===== config.mk =====
export PLATFORM = sky130hd
export DESIGN_NAME = ogs_ctrl
export DESIGN_NICKNAME = d
export VERILOG_FILES = /design/src/sv/ogs_pkg.sv /design/src/sv/ogs_ctrl.sv
export SDC_FILE = /design/constraint.sdc
export NUM_CORES = 1
export LEC_CHECK = 0
export ABC_AREA = 0
export ABC_CLOCK_PERIOD_IN_PS = 2680
export BUFFER_PORTS_ARGS = -buffer_cell sky130_fd_sc_hd__buf_2
export CAP_MARGIN = 20
export CORE_AREA = 4 4 41 43
export CTS_BUF_LIST = sky130_fd_sc_hd__clkbuf_16
export CTS_CLUSTER_DIAMETER = 50
export DETAILED_ROUTE_END_ITERATION = 10
export DIE_AREA = 0 0 45 47
export GPL_ROUTABILITY_DRIVEN = 0
export SYNTH_ARGS = -nofsm -noshare
export SYNTH_HDL_FRONTEND = slang
export SYNTH_SLANG_ARGS = --single-unit

===== constraint.sdc =====
create_clock -name i_clk -period 2.68 [get_ports i_clk]
set_input_delay 0 -clock i_clk [delete_from_list [all_inputs] [get_ports i_clk]]
set_output_delay 0 -clock i_clk [all_outputs]
set_load 0.05 [all_outputs]

===== src/sv/ogs_pkg.sv =====
// ----------------------------------------------------------------------------
// ogs_pkg
// Shared types, codes, constants and sigmoid tables of the occupancy grid
// store.
// ----------------------------------------------------------------------------
package ogs_pkg;

    // Field widths
    localparam int COORD_W    = 16;
    localparam int LOGODDS_W  = 16;
    localparam int PROB_W     = 17;
    localparam int CMD_W      = 2;
    localparam int WORD_W     = PROB_W + 1;   // {known, probability}

    // Configuration port
    localparam int CFG_IDX_W  = 2;
    localparam int CFG_DATA_W = 4;

    localparam logic [CFG_IDX_W-1:0] CFG_HALF_X = 2'd0;
    localparam logic [CFG_IDX_W-1:0] CFG_HALF_Y = 2'd1;
    localparam logic [CFG_IDX_W-1:0] CFG_HALF_Z = 2'd2;
    localparam logic [CFG_IDX_W-1:0] CFG_BINARY = 2'd3;

    localparam logic [3:0] RST_HALF_X = 4'd15;
    localparam logic [3:0] RST_HALF_Y = 4'd15;
    localparam logic [2:0] RST_HALF_Z = 3'd7;
    localparam logic       RST_BINARY = 1'b0;

    // Default grid capacity
    localparam int DEF_MAX_HALF_X = 15;
    localparam int DEF_MAX_HALF_Y = 15;
    localparam int DEF_MAX_HALF_Z = 7;

    // Probability codes
    localparam logic [PROB_W-1:0] PROB_ONE  = 17'd65536;
    localparam logic [PROB_W-1:0] PROB_HALF = 17'd32768;
    localparam logic [PROB_W-1:0] PROB_ZERO = 17'd0;

    // Sigmoid arithmetic: |L| below this has a nonzero tail
    localparam logic [LOGODDS_W-1:0] SIG_LIMIT = 16'd3072;

    localparam int Q20_FRAC   = 20;
    localparam int EN_W       = 36;          // e^n in Q20, n = 0..11
    localparam int EN_HALF    = 18;
    localparam int EF_W       = 22;          // e^(f/256) in Q20
    localparam int PP_W       = EN_HALF + EF_W;
    localparam int PROD_W     = EN_W + EF_W;
    localparam int D_W        = PROD_W - Q20_FRAC;
    localparam int Q_W        = 16;
    localparam int DSH_W      = D_W + Q_W - 1;
    localparam int QCNT_W     = $clog2(Q_W);
    localparam int EN_ENTRIES = 16;
    localparam int EF_ENTRIES = 256;

    localparam longint unsigned Q20_ONE_L = 64'd1048576;
    localparam longint unsigned Q20_E_L   = 64'd2850325;

    localparam logic [PROD_W-1:0] PROD_ROUND = PROD_W'(64'd524288);
    localparam logic [D_W-1:0]    D_ONE      = D_W'(64'd1048576);
    localparam logic [D_W-1:0]    DIV_NUM    = D_W'(64'd1 << 36);

    // Rounded-up reciprocals of the Taylor divisors k = 1..12 in Q32; a
    // dividend below 2^20 times one of these, shifted down 32, gives the
    // truncated quotient
    localparam longint unsigned TAYLOR_RECIP [12] = '{
        64'd4294967296, 64'd2147483648, 64'd1431655766, 64'd1073741824,
        64'd858993460,  64'd715827883,  64'd613566757,  64'd536870912,
        64'd477218589,  64'd429496730,  64'd390451573,  64'd357913942
    };

    // Commands
    typedef enum logic [CMD_W-1:0] {
        CMD_GET   = 2'd0,
        CMD_SET   = 2'd1,
        CMD_CLEAR = 2'd2,
        CMD_LOAD  = 2'd3
    } t_command;

    // Controller states
    typedef enum logic [3:0] {
        S_CLEAR,
        S_IDLE,
        S_MUL_LO,
        S_MUL_HI,
        S_SUM,
        S_DINIT,
        S_DIV,
        S_READ,
        S_WRITE
    } t_state;

    // Configuration registers
    typedef struct packed {
        logic [3:0] half_extent_x;
        logic [3:0] half_extent_y;
        logic [2:0] half_extent_z;
        logic       binary_mode;
    } t_cfg;

    // Controller to datapath
    typedef struct packed {
        logic clr_en;
        logic accept;
        logic mul_lo;
        logic mul_hi;
        logic sum;
        logic div_init;
        logic div_step;
        logic rd_en;
        logic finish;
    } t_dp_cmd;

    // Datapath to controller
    typedef struct packed {
        logic clr_last;
        logic sig_need;
        logic div_last;
    } t_dp_stat;

    typedef logic [EN_W-1:0] t_en_table [EN_ENTRIES];
    typedef logic [EF_W-1:0] t_ef_table [EF_ENTRIES];

    // e^n in Q20, built by repeated rounded multiplication by e
    function automatic t_en_table build_en_table();
        t_en_table       tbl;
        longint unsigned en;
        en = Q20_ONE_L;
        for (int n = 0; n < EN_ENTRIES; n++) begin
            tbl[n] = EN_W'(en);
            en = (en * Q20_E_L + (Q20_ONE_L >> 1)) >> Q20_FRAC;
        end
        return tbl;
    endfunction

    // e^(f/256) in Q20, twelve truncated Taylor terms
    function automatic t_ef_table build_ef_table();
        t_ef_table       tbl;
        longint unsigned t;
        longint unsigned ef;
        for (int f = 0; f < EF_ENTRIES; f++) begin
            t  = Q20_ONE_L;
            ef = Q20_ONE_L;
            for (int k = 1; k <= 12; k++) begin
                // scale by f/(256*k): drop 8 bits, then multiply by 1/k
                t  = (((t * 64'(f)) >> 8) * TAYLOR_RECIP[k - 1]) >> 32;
                ef = ef + t;
            end
            tbl[f] = EF_W'(ef);
        end
        return tbl;
    endfunction

    localparam t_en_table EN_TABLE = build_en_table();
    localparam t_ef_table EF_TABLE = build_ef_table();

endpackage


===== src/sv/ogs_ctrl.sv =====
// ----------------------------------------------------------------------------
// ogs_ctrl
// Controller: clearing sweep after reset, item acceptance, sigmoid
// sequencing, read-modify-write of one cell and the output valid flag.
// ----------------------------------------------------------------------------
module ogs_ctrl import ogs_pkg::*; (
    input  logic     i_clk,
    input  logic     i_rst_n,
    input  logic     i_in_valid,
    output logic     o_in_ready,
    output logic     o_out_valid,
    input  logic     i_out_ready,
    input  t_dp_stat i_stat,
    output t_dp_cmd  o_cmd
);

    t_state  r_state;
    t_state  n_state;
    logic    r_out_valid;
    logic    n_out_valid;
    logic    out_free;
    logic    ready;
    t_dp_cmd cmd;

    // State and output flag registers
    always_ff @(posedge i_clk) begin
        if (!i_rst_n) begin
            r_state     <= S_CLEAR;
            r_out_valid <= 1'b0;
        end else begin
            r_state     <= n_state;
            r_out_valid <= n_out_valid;
        end
    end

    assign out_free = !r_out_valid || i_out_ready;

    // Next state and commands
    always_comb begin
        n_state = r_state;
        cmd     = '0;
        ready   = 1'b0;
        unique case (r_state)
            S_CLEAR: begin
                cmd.clr_en = 1'b1;
                if (i_stat.clr_last) begin
                    n_state = S_IDLE;
                end
            end
            S_IDLE: begin
                ready = 1'b1;
                if (i_in_valid) begin
                    cmd.accept = 1'b1;
                    n_state    = i_stat.sig_need ? S_MUL_LO : S_READ;
                end
            end
            S_MUL_LO: begin
                cmd.mul_lo = 1'b1;
                n_state    = S_MUL_HI;
            end
            S_MUL_HI: begin
                cmd.mul_hi = 1'b1;
                n_state    = S_SUM;
            end
            S_SUM: begin
                cmd.sum = 1'b1;
                n_state = S_DINIT;
            end
            S_DINIT: begin
                cmd.div_init = 1'b1;
                n_state      = S_DIV;
            end
            S_DIV: begin
                cmd.div_step = 1'b1;
                if (i_stat.div_last) begin
                    n_state = S_READ;
                end
            end
            S_READ: begin
                cmd.rd_en = 1'b1;
                n_state   = S_WRITE;
            end
            S_WRITE: begin
                // finish only when the output register is free; take the
                // next item in the same cycle
                if (out_free) begin
                    cmd.finish = 1'b1;
                    ready      = 1'b1;
                    if (i_in_valid) begin
                        cmd.accept = 1'b1;
                        n_state    = i_stat.sig_need ? S_MUL_LO : S_READ;
                    end else begin
                        n_state = S_IDLE;
                    end
                end
            end
            default: begin
                n_state = S_IDLE;
            end
        endcase
    end

    // Output valid: set on finish, drop when taken
    always_comb begin
        if (cmd.finish) begin
            n_out_valid = 1'b1;
        end else if (i_out_ready) begin
            n_out_valid = 1'b0;
        end else begin
            n_out_valid = r_out_valid;
        end
    end

    assign o_in_ready  = ready;
    assign o_out_valid = r_out_valid;
    assign o_cmd       = cmd;

    // No item is taken during the clearing sweep
    a_no_accept_in_clear: assert property (@(posedge i_clk) disable iff (!i_rst_n)
        (r_state == S_CLEAR) |-> !o_in_ready)
        else $error("item accepted during clearing sweep");

    // A result never overwrites one that is still waiting
    a_finish_needs_slot: assert property (@(posedge i_clk) disable iff (!i_rst_n)
        cmd.finish |-> (!r_out_valid || i_out_ready))
        else $error("result overwrote a pending result");

    // A new result only comes out of the write step
    a_valid_from_write: assert property (@(posedge i_clk) disable iff (!i_rst_n)
        $rose(r_out_valid) |-> ($past(r_state) == S_WRITE))
        else $error("output valid rose outside the write step");

endmodule


---- Word-level counts from Yosys, hierarchy flattened ----
Cells that the tools add are included.
storage, ports and cells
  flip-flop bits (word level) ............. 5
  bits of input ports ..................... 7
  output and inout port bits .............. 11
  word-level logic and storage cells ...... 41
operators by class
  equality and inequality tests ........... 12
  muxes and demuxes ....................... 22
  reduce and logical (&&, ||, !) cells .... 5
operator list
  operator              number
  $pmux W4 S9           1
  $eq A4 B3 Y1 const B  4
  $mux W4               4
  $mux W1               13
  $eq A4 B2 Y1 const B  2
  $ne A2 B2 Y1 const B  4
  $mux W3               2
  $eq A4 B1 Y1 const B  1
  $eq A4 B4 Y1 const B  1
  $logic_not A4 Y1      1
  $pmux W1 S2           2
  $reduce_and A4 Y1     1
  $reduce_bool A2 Y1    1
  $logic_not A1 Y1      1
  $logic_or A1 B1 Y1    1

---- Longest topological paths before layout ----
Gate-level depths: netlist of run 1.
  depth after elaboration ................. 5
  depth in mapped cells ................... 6
  gate-level depth less buffers ........... 4

---- Least setup slack after synthesis of run 1 ----
OpenSTA, ideal clock, no wires.
  path kind ............................... register to output
  start ................................... reg r_out_valid (netlist: o_out_valid)
  end ..................................... out o_cmd[7] (netlist bit)
  arrival ................................. 2.146 ns
  required time ........................... 2.680 ns
  path slack .............................. 0.534 ns
  cell stages (with the launch flop) ...... 5
  buffers on the path ..................... 0
  path through ............................ dfxtp_1 > nand2b_1 > nand3b_1 > a21oi_1 > and2_1
RTL lines
  element                 line            source
  from (decl)             ogs_ctrl.sv:19  logic r_out_valid;
  from (signal assigned)  ogs_ctrl.sv:32  r_out_valid <= n_out_valid;
  to (decl)               ogs_ctrl.sv:14  output t_dp_cmd o_cmd

==> impl_metrics.env, run 1 <==
export IMPL_yosys_cell_count_top_type="nor3_1"
export IMPL_antenna_found_initial=0
export IMPL_synth_top_area_share_pct=24.02
export IMPL_worstHoldEndpoint="r_state[3]"
export IMPL_seq_area_frac_synth_pct=24.02
export IMPL_synth_top_cells_by_count="nor3_1 (6), a21oi_1 (5), dfxtp_1 (5), nor2_1 (5)"
export IMPL_finClkSkew_ps=0.3313
export IMPL_status="finished, final reports clean"
export IMPL_layout_min_cycle_time_ps=1653
export IMPL_grt_usage_pct=9.407
export IMPL_fillers=141
export IMPL_fin_cells=86
export IMPL_drv_slew=0
export IMPL_cp_max_fo=15
export IMPL_rrSetupSlack_ps=1090
export IMPL_dp_hpwl_um=704.7
export IMPL_critPathMaxStageDelay_ps=580
export IMPL_synth_edff_count=0
export IMPL_max_cap_violations=0
export IMPL_synth_compound_area_share_pct=22.82
export IMPL_drive_gt1_share_pct=30.99
export IMPL_grt_max_degree=16
export IMPL_synth_xor_area_share_pct=0
export IMPL_path_class="register to primary output"
export IMPL_area_growth_pct=33.33
export IMPL_setup_violations=0
export IMPL_relSlewSlack_pct=65.56
export IMPL_ys_async_sr_fraction_pct=0
export IMPL_multi_input_area_um2=269.0
export IMPL_htreeDepth=1
export IMPL_ys_ff_latch=5
export IMPL_die_x_um=45
export IMPL_port_buffer_count=17
export IMPL_whs_path_depth=2
export IMPL_drtPass1Iterations=4
export IMPL_r2r_cells=4
export IMPL_clk_latency_ps=220
export IMPL_holdBufCountCts=0
export IMPL_rsz0062_at_grt="no"
export IMPL_cts_sinks=5
export IMPL_max_clock_freq_mhz=604.8
export IMPL_design_die_area_um2=2115
export IMPL_syn_nets=63
export IMPL_clockRootBuffer="clkbuf_16"
export IMPL_critPathCaptureType="primary output"
export IMPL_cts_resized=0
export IMPL_drt_iter0_drc=15
export IMPL_period_share_pct=61.69
export IMPL_grt_ovfl_total=0
export IMPL_synth_area_top_cells="dfxtp_1 (24%), nor3_1 (7.2%), a21oi_1 (6.0%)"
export IMPL_drtAntennaViolNets=0
export IMPL_synth_simple_area_share_pct=41.74
export IMPL_crit_arrival_ps=1650
export IMPL_synth_cell_types=29
export IMPL_avgSynthCellArea_um2=7.440
export IMPL_synthMuxAreaShare_pct=0
export IMPL_synth_ff_type="dfxtp_1"
export IMPL_tns_ps=0
export IMPL_drt_wl_total_um=992
export IMPL_path_cells="nand2b_1 > a21oi_1 > and2_1 > buf_2"
export IMPL_cp_required_ps=2680
export IMPL_vias_per_cell=5.174
export IMPL_vias=445
export IMPL_wire_per_inst_um=11.53
export IMPL_cts_tree="done"
export IMPL_r2r_start="r_state[0]"
export IMPL_ir_worst_vdd_mv=0.5563
export IMPL_cts_clk_slew_worst_paths_ps=30
export IMPL_grt_pass1_wl_mm=1.407
export IMPL_startpoint_type="register"
export IMPL_synth_top_family_by_area="simple AND/OR/NAND/NOR gates"
export IMPL_syn_inst=56
export IMPL_r2r_end="r_state[2]"
export IMPL_cts_made_buffers=3
export IMPL_yosysWarnings=0
export IMPL_worst_pin_slew_ps=509.7
export IMPL_core_area_um2=1301
export IMPL_drcViolationCount=0
export IMPL_seq_area_um2=100.1
export IMPL_rows=13
export IMPL_nNetsFinal=79
export IMPL_hold_class="input pin to register"
export IMPL_die_h_um=47
export IMPL_dp_cells=82
export IMPL_ioPinCount=18
export IMPL_first_global_vias=310
export IMPL_slowest_stage="dfxtp_1"
export IMPL_start_util_pct=32.02
export IMPL_powerDensity_nw_per_um2=714.7
export IMPL_syn_cell_area_um2=416.7
export IMPL_clk_path_buf_depth=2
export IMPL_hold_start="i_rst_n"
export IMPL_synth_top_area_cell="dfxtp_1"
export IMPL_postCtsSetupBuffers=0
export IMPL_hold_viol=0
export IMPL_synthAdderAreaFrac_pct=0
export IMPL_p_leak_nw=0.2456
export IMPL_num_antenna_cells=0
==> metrics by stage <==
step	total power, mW	instance area, um2	utilization, %	hold slack [ps]	worst slack, ps
floorplan	0.1447	416.7	-	117.5	533.7
CTS	0.4009	555.5	42.69	40.86	1041
detailed placement	0.1581	476.7	36.63	272.8	1106
global placement	0.1583	476.7	36.63	274.0	1154
finish	0.3971	555.5	42.69	41.99	1027
global route	0.4141	555.5	42.69	65.86	848.4
==> registers in the layout, indices dropped and copies added (netlist names) <==
| name | cells |
|---|---|
| o_out_valid | 1 |
| r_state | 4 |
==> routing by layer <==
layer  share of wire, %  routed length [um]  vias up  GRT usage (%)
met5                  0                   0        -              0
met4               0.60                   6        0          1.754
met3                 12                 116        2          7.280
met2                 44                 437       20          12.15
met1                 44                 432      189          12.30
li1                   -                   -      234              -
==> power by group <==
part	leakage [nW]	internal (mW)	total, mW	switching [mW]
Clock	0.0423	0.193	0.239	0.0464
Combinational	0.163	0.0236	0.0702	0.0467
Sequential	0.0406	0.0780	0.0874	0.00942
==> placed cells by master, fill, tap and decap left out <==
cell type	instances
a21boi_1	1
a21o_1	1
a21oi_1	5
and2_1	1
and3_1	1
buf_2	17
clkbuf_16	3
dfxtp_1	5
inv_1	2
nand2_1	2
nand2b_1	4
nand3_1	1
nand3b_1	2
nand4bb_1	1
nor2_1	5
nor2_2	1
nor3_1	6
nor4_1	1
nor4b_1	1
nor4bb_1	1
o21a_1	1
o21ai_0	4
o221ai_1	1
o32a_1	1
o41ai_1	1
or2_1	1
or3b_4	1
==> cell type report <==
type,instances,area share (%)
clock buffers,3,13.51
inverters,1,0.6757
repair buffers,17,15.32
well taps,15,3.378
flip-flops and latches,5,18.02
clock inverters,1,0.6757
multi-input cells,44,48.42
==> critical path, delay by kind of cell, from the launching register on <==
kind                   cells  cell delay, ps
flip-flops                 1             580
AND/OR/NAND/NOR            2             400
buffers and inverters      1             250
AO/OA/AOI/OAI              1             200
==> worst max path at each step <==
| stage | from | endpoint | cells past startpoint |
|---|---|---|---|
| 2_1_floorplan | o_out_valid | o_cmd[7] | 4 |
| 3_3_place_gp | r_state[0] | r_state[1] | 4 |
| 3_5_place_dp | r_state[0] | r_state[2] | 4 |
| 4_1_cts | r_state[0] | o_cmd[7] | 4 |
| 5_1_grt | r_state[0] | r_state[2] | 4 |
| 6_report | r_state[0] | o_cmd[7] | 4 |
==> kinds of logic (layout without fill, tap and decap cells) <==
family / after synthesis / count (layout)
buffers and inverters: 7 / 22
AO/OA/AOI/OAI: 15 / 15
flip-flops: 5 / 5
AND/OR/NAND/NOR: 29 / 29
Note: power is estimated with default switching activity, not from simulation.
==> run 2, diff against run 1 <==
- ABC_CLOCK_PERIOD_IN_PS: 2680 -> 1750
- clock period: 2.68 -> 1.75 ns (I/O delays scaled with it)
==> run 2 against run 1 <==
  * Global-route usage rose by 0.32 points
  * First-iteration DRC count fell by 47%
  * Clock power rose by 54%
  * Clock skew rose by 1.5 ps
  * Critical endpoint unchanged
  * Sequential share of layout area fell by 0.51 points
  * Via count rose by 4.5%
  * Final area rose by 2.9%
  * Register-to-register slack got worse by 840 ps
  * Non-clock buffer count rose by 1
==> impl_metrics.env, run 2 (synthesized netlist as in run 1, its figures left out) <==
export IMPL_cp_required_ps=1750
export IMPL_critPathCaptureType="primary output"
export IMPL_max_cap_violations=0
export IMPL_regMostFlops="r_state"
export IMPL_p_int_uw=455.1
export IMPL_clockRootBuffer="clkbuf_16"
export IMPL_hold_class="input pin to register"
export IMPL_comb_power_share_pct=19.1
export IMPL_area_growth_pct=37.24
export IMPL_hold_viol=0
export IMPL_hold_start="i_rst_n"
export IMPL_nNetsFinal=80
export IMPL_slowest_stage="dfxtp_1"
export IMPL_drcViolationCount=0
export IMPL_status="finished, final reports clean"
export IMPL_p_sw_share_pct=26.02
export IMPL_holdBufCountCts=0
export IMPL_vias=465
export IMPL_port_buffer_count=17
export IMPL_path_cells="nand2b_1 > a21oi_2 > and2_1 > buf_2"
export IMPL_cts_tree="done"
export IMPL_postCtsSetupBuffers=0
export IMPL_dp_hpwl_um=748.7
export IMPL_clk_path_buf_depth=2
export IMPL_vias_per_cell=5.345
export IMPL_critPathBufInv=1
export IMPL_ioPinCount=18
export IMPL_startpoint_type="register"
export IMPL_seq_power_share_pct=21.1
export IMPL_drive_gt1_share_pct=34.72
export IMPL_rsz0062_at_grt="no"
export IMPL_fin_cells=87
export IMPL_layout_commonest_cell="buf_2"
export IMPL_rows=13
export IMPL_critPathMaxStageDelay_ps=600
export IMPL_p_switching_uw=160.1
export IMPL_grt_usage_pct=9.731
export IMPL_grt_max_degree=15
export IMPL_p_leak_nw=0.2546
export IMPL_worst_pin_slew_ps=486.7
export IMPL_design_die_area_um2=2115
export IMPL_powerDensity_nw_per_um2=1076
export IMPL_max_clock_freq_mhz=619.4
export IMPL_ir_worst_vdd_mv=0.5379
export IMPL_r2r_cells=4
export IMPL_drv_slew=0
export IMPL_num_antenna_cells=0
export IMPL_core_area_um2=1301
export IMPL_finClkSkew_ps=1.861
export IMPL_start_util_pct=32.02
export IMPL_cts_sinks=5
export IMPL_period_share_pct=92.26
export IMPL_drt_wl_total_mm=1.034
export IMPL_die_h_um=47
export IMPL_tns_ps=0
export IMPL_relSlewSlack_pct=67.10
export IMPL_crit_arrival_ps=1610
export IMPL_drt_iter0_drc=8
export IMPL_layout_min_cycle_time_ps=1614
export IMPL_drtPass1Iterations=4
export IMPL_largest_reg_flops=4
export IMPL_path_class="register to primary output"
export IMPL_final_cell_mix="buf_2 (17), nor3_1 (5), nor2_1 (5), dfxtp_1 (5)"
export IMPL_cp_max_fo=14
export IMPL_r2r_end="r_state[1]"
export IMPL_grt_ovfl_total=0
export IMPL_fin_util_pct=43.94
export IMPL_die_x_um=45
export IMPL_pwr_share_clk_pct=59.8
export IMPL_dp_cells=83
export IMPL_critPathTopFamily="flip-flops"
export IMPL_grt_pass1_wl_mm=1.490
export IMPL_cts_made_buffers=3
export IMPL_setup_violations=0
export IMPL_cts_clk_slew_worst_paths_ps=30
export IMPL_antenna_found_initial=0
export IMPL_rrSetupSlack_ps=250
export IMPL_r2r_start="r_state[1]"
export IMPL_whs_path_depth=2
export IMPL_cts_resized=0
export IMPL_worstHoldEndpoint="r_state[3]"
export IMPL_htreeDepth=1
export IMPL_drtAntennaViolNets=0
export IMPL_clk_latency_ps=230
export IMPL_first_global_vias=336
export IMPL_wire_per_inst_um=11.89
[run 2: cell types whose count changed in the layout (fill, tap and decap cells not counted)]
cell,before,now
a21oi_1,5,4
buf_4,0,1
a21oi_2,0,1
nor3_1,6,5
nor3_2,0,1
[run 2: layout make-up]
cell class	instances	area (um2)
well taps	15	18.77
repair buffers	18	92.59
inverters	1	3.754
multi-input cells	44	277.8
flip-flops and latches	5	100.1
clock inverters	1	3.754
clock buffers	3	75.07
fillers	145	729.5
[run 2: worst max-delay path by stage]
stage,end,startpoint,cells past startpoint,slack [ps]
detailed placement,r_state[1],r_state[1],4,250
global placement,r_state[2],r_state[0],4,300
floorplan,o_cmd[7],o_out_valid,4,-80
finish,o_cmd[7],r_state[3],4,140
CTS,o_cmd[7],r_state[3],4,150
global route,o_cmd[7],r_state[3],4,40
[run 2: stage by stage]
| step | area [um2] | hold WS, ps | power, mW | setup WS (ps) |
|---|---|---|---|---|
| finish | 571.8 | 53.71 | 0.6152 | 135.5 |
| global route | 571.8 | 66.51 | 0.6332 | 40.85 |
| CTS | 571.8 | 43.67 | 0.6210 | 149.9 |
| detailed placement | 493.0 | 271.9 | 0.2487 | 252.9 |
| global placement | 493.0 | 273.2 | 0.2493 | 301.5 |
| floorplan | 425.4 | 117.5 | 0.2236 | -78.15 |
[run 2: metal layers]
metal / global-route usage (%) / share of wire [%] / up-vias
met2: 11.30 / 37 / 22
met3: 1.149 / 10 / 2
met1: 15.53 / 51 / 202
met4: 7.018 / 2.2 / 0
met5: 0 / 0 / -
li1: - / - / 239
[run 2: power groups by stage]
stage                     Clock (mW)  Combinational, mW  Sequential [mW]
after detailed placement           0              0.118            0.131
after global routing           0.376              0.127            0.131
after CTS                      0.374              0.118            0.129
after global placement             0              0.118            0.131
after floorplan                    0             0.0994            0.124
final                          0.368              0.118            0.130
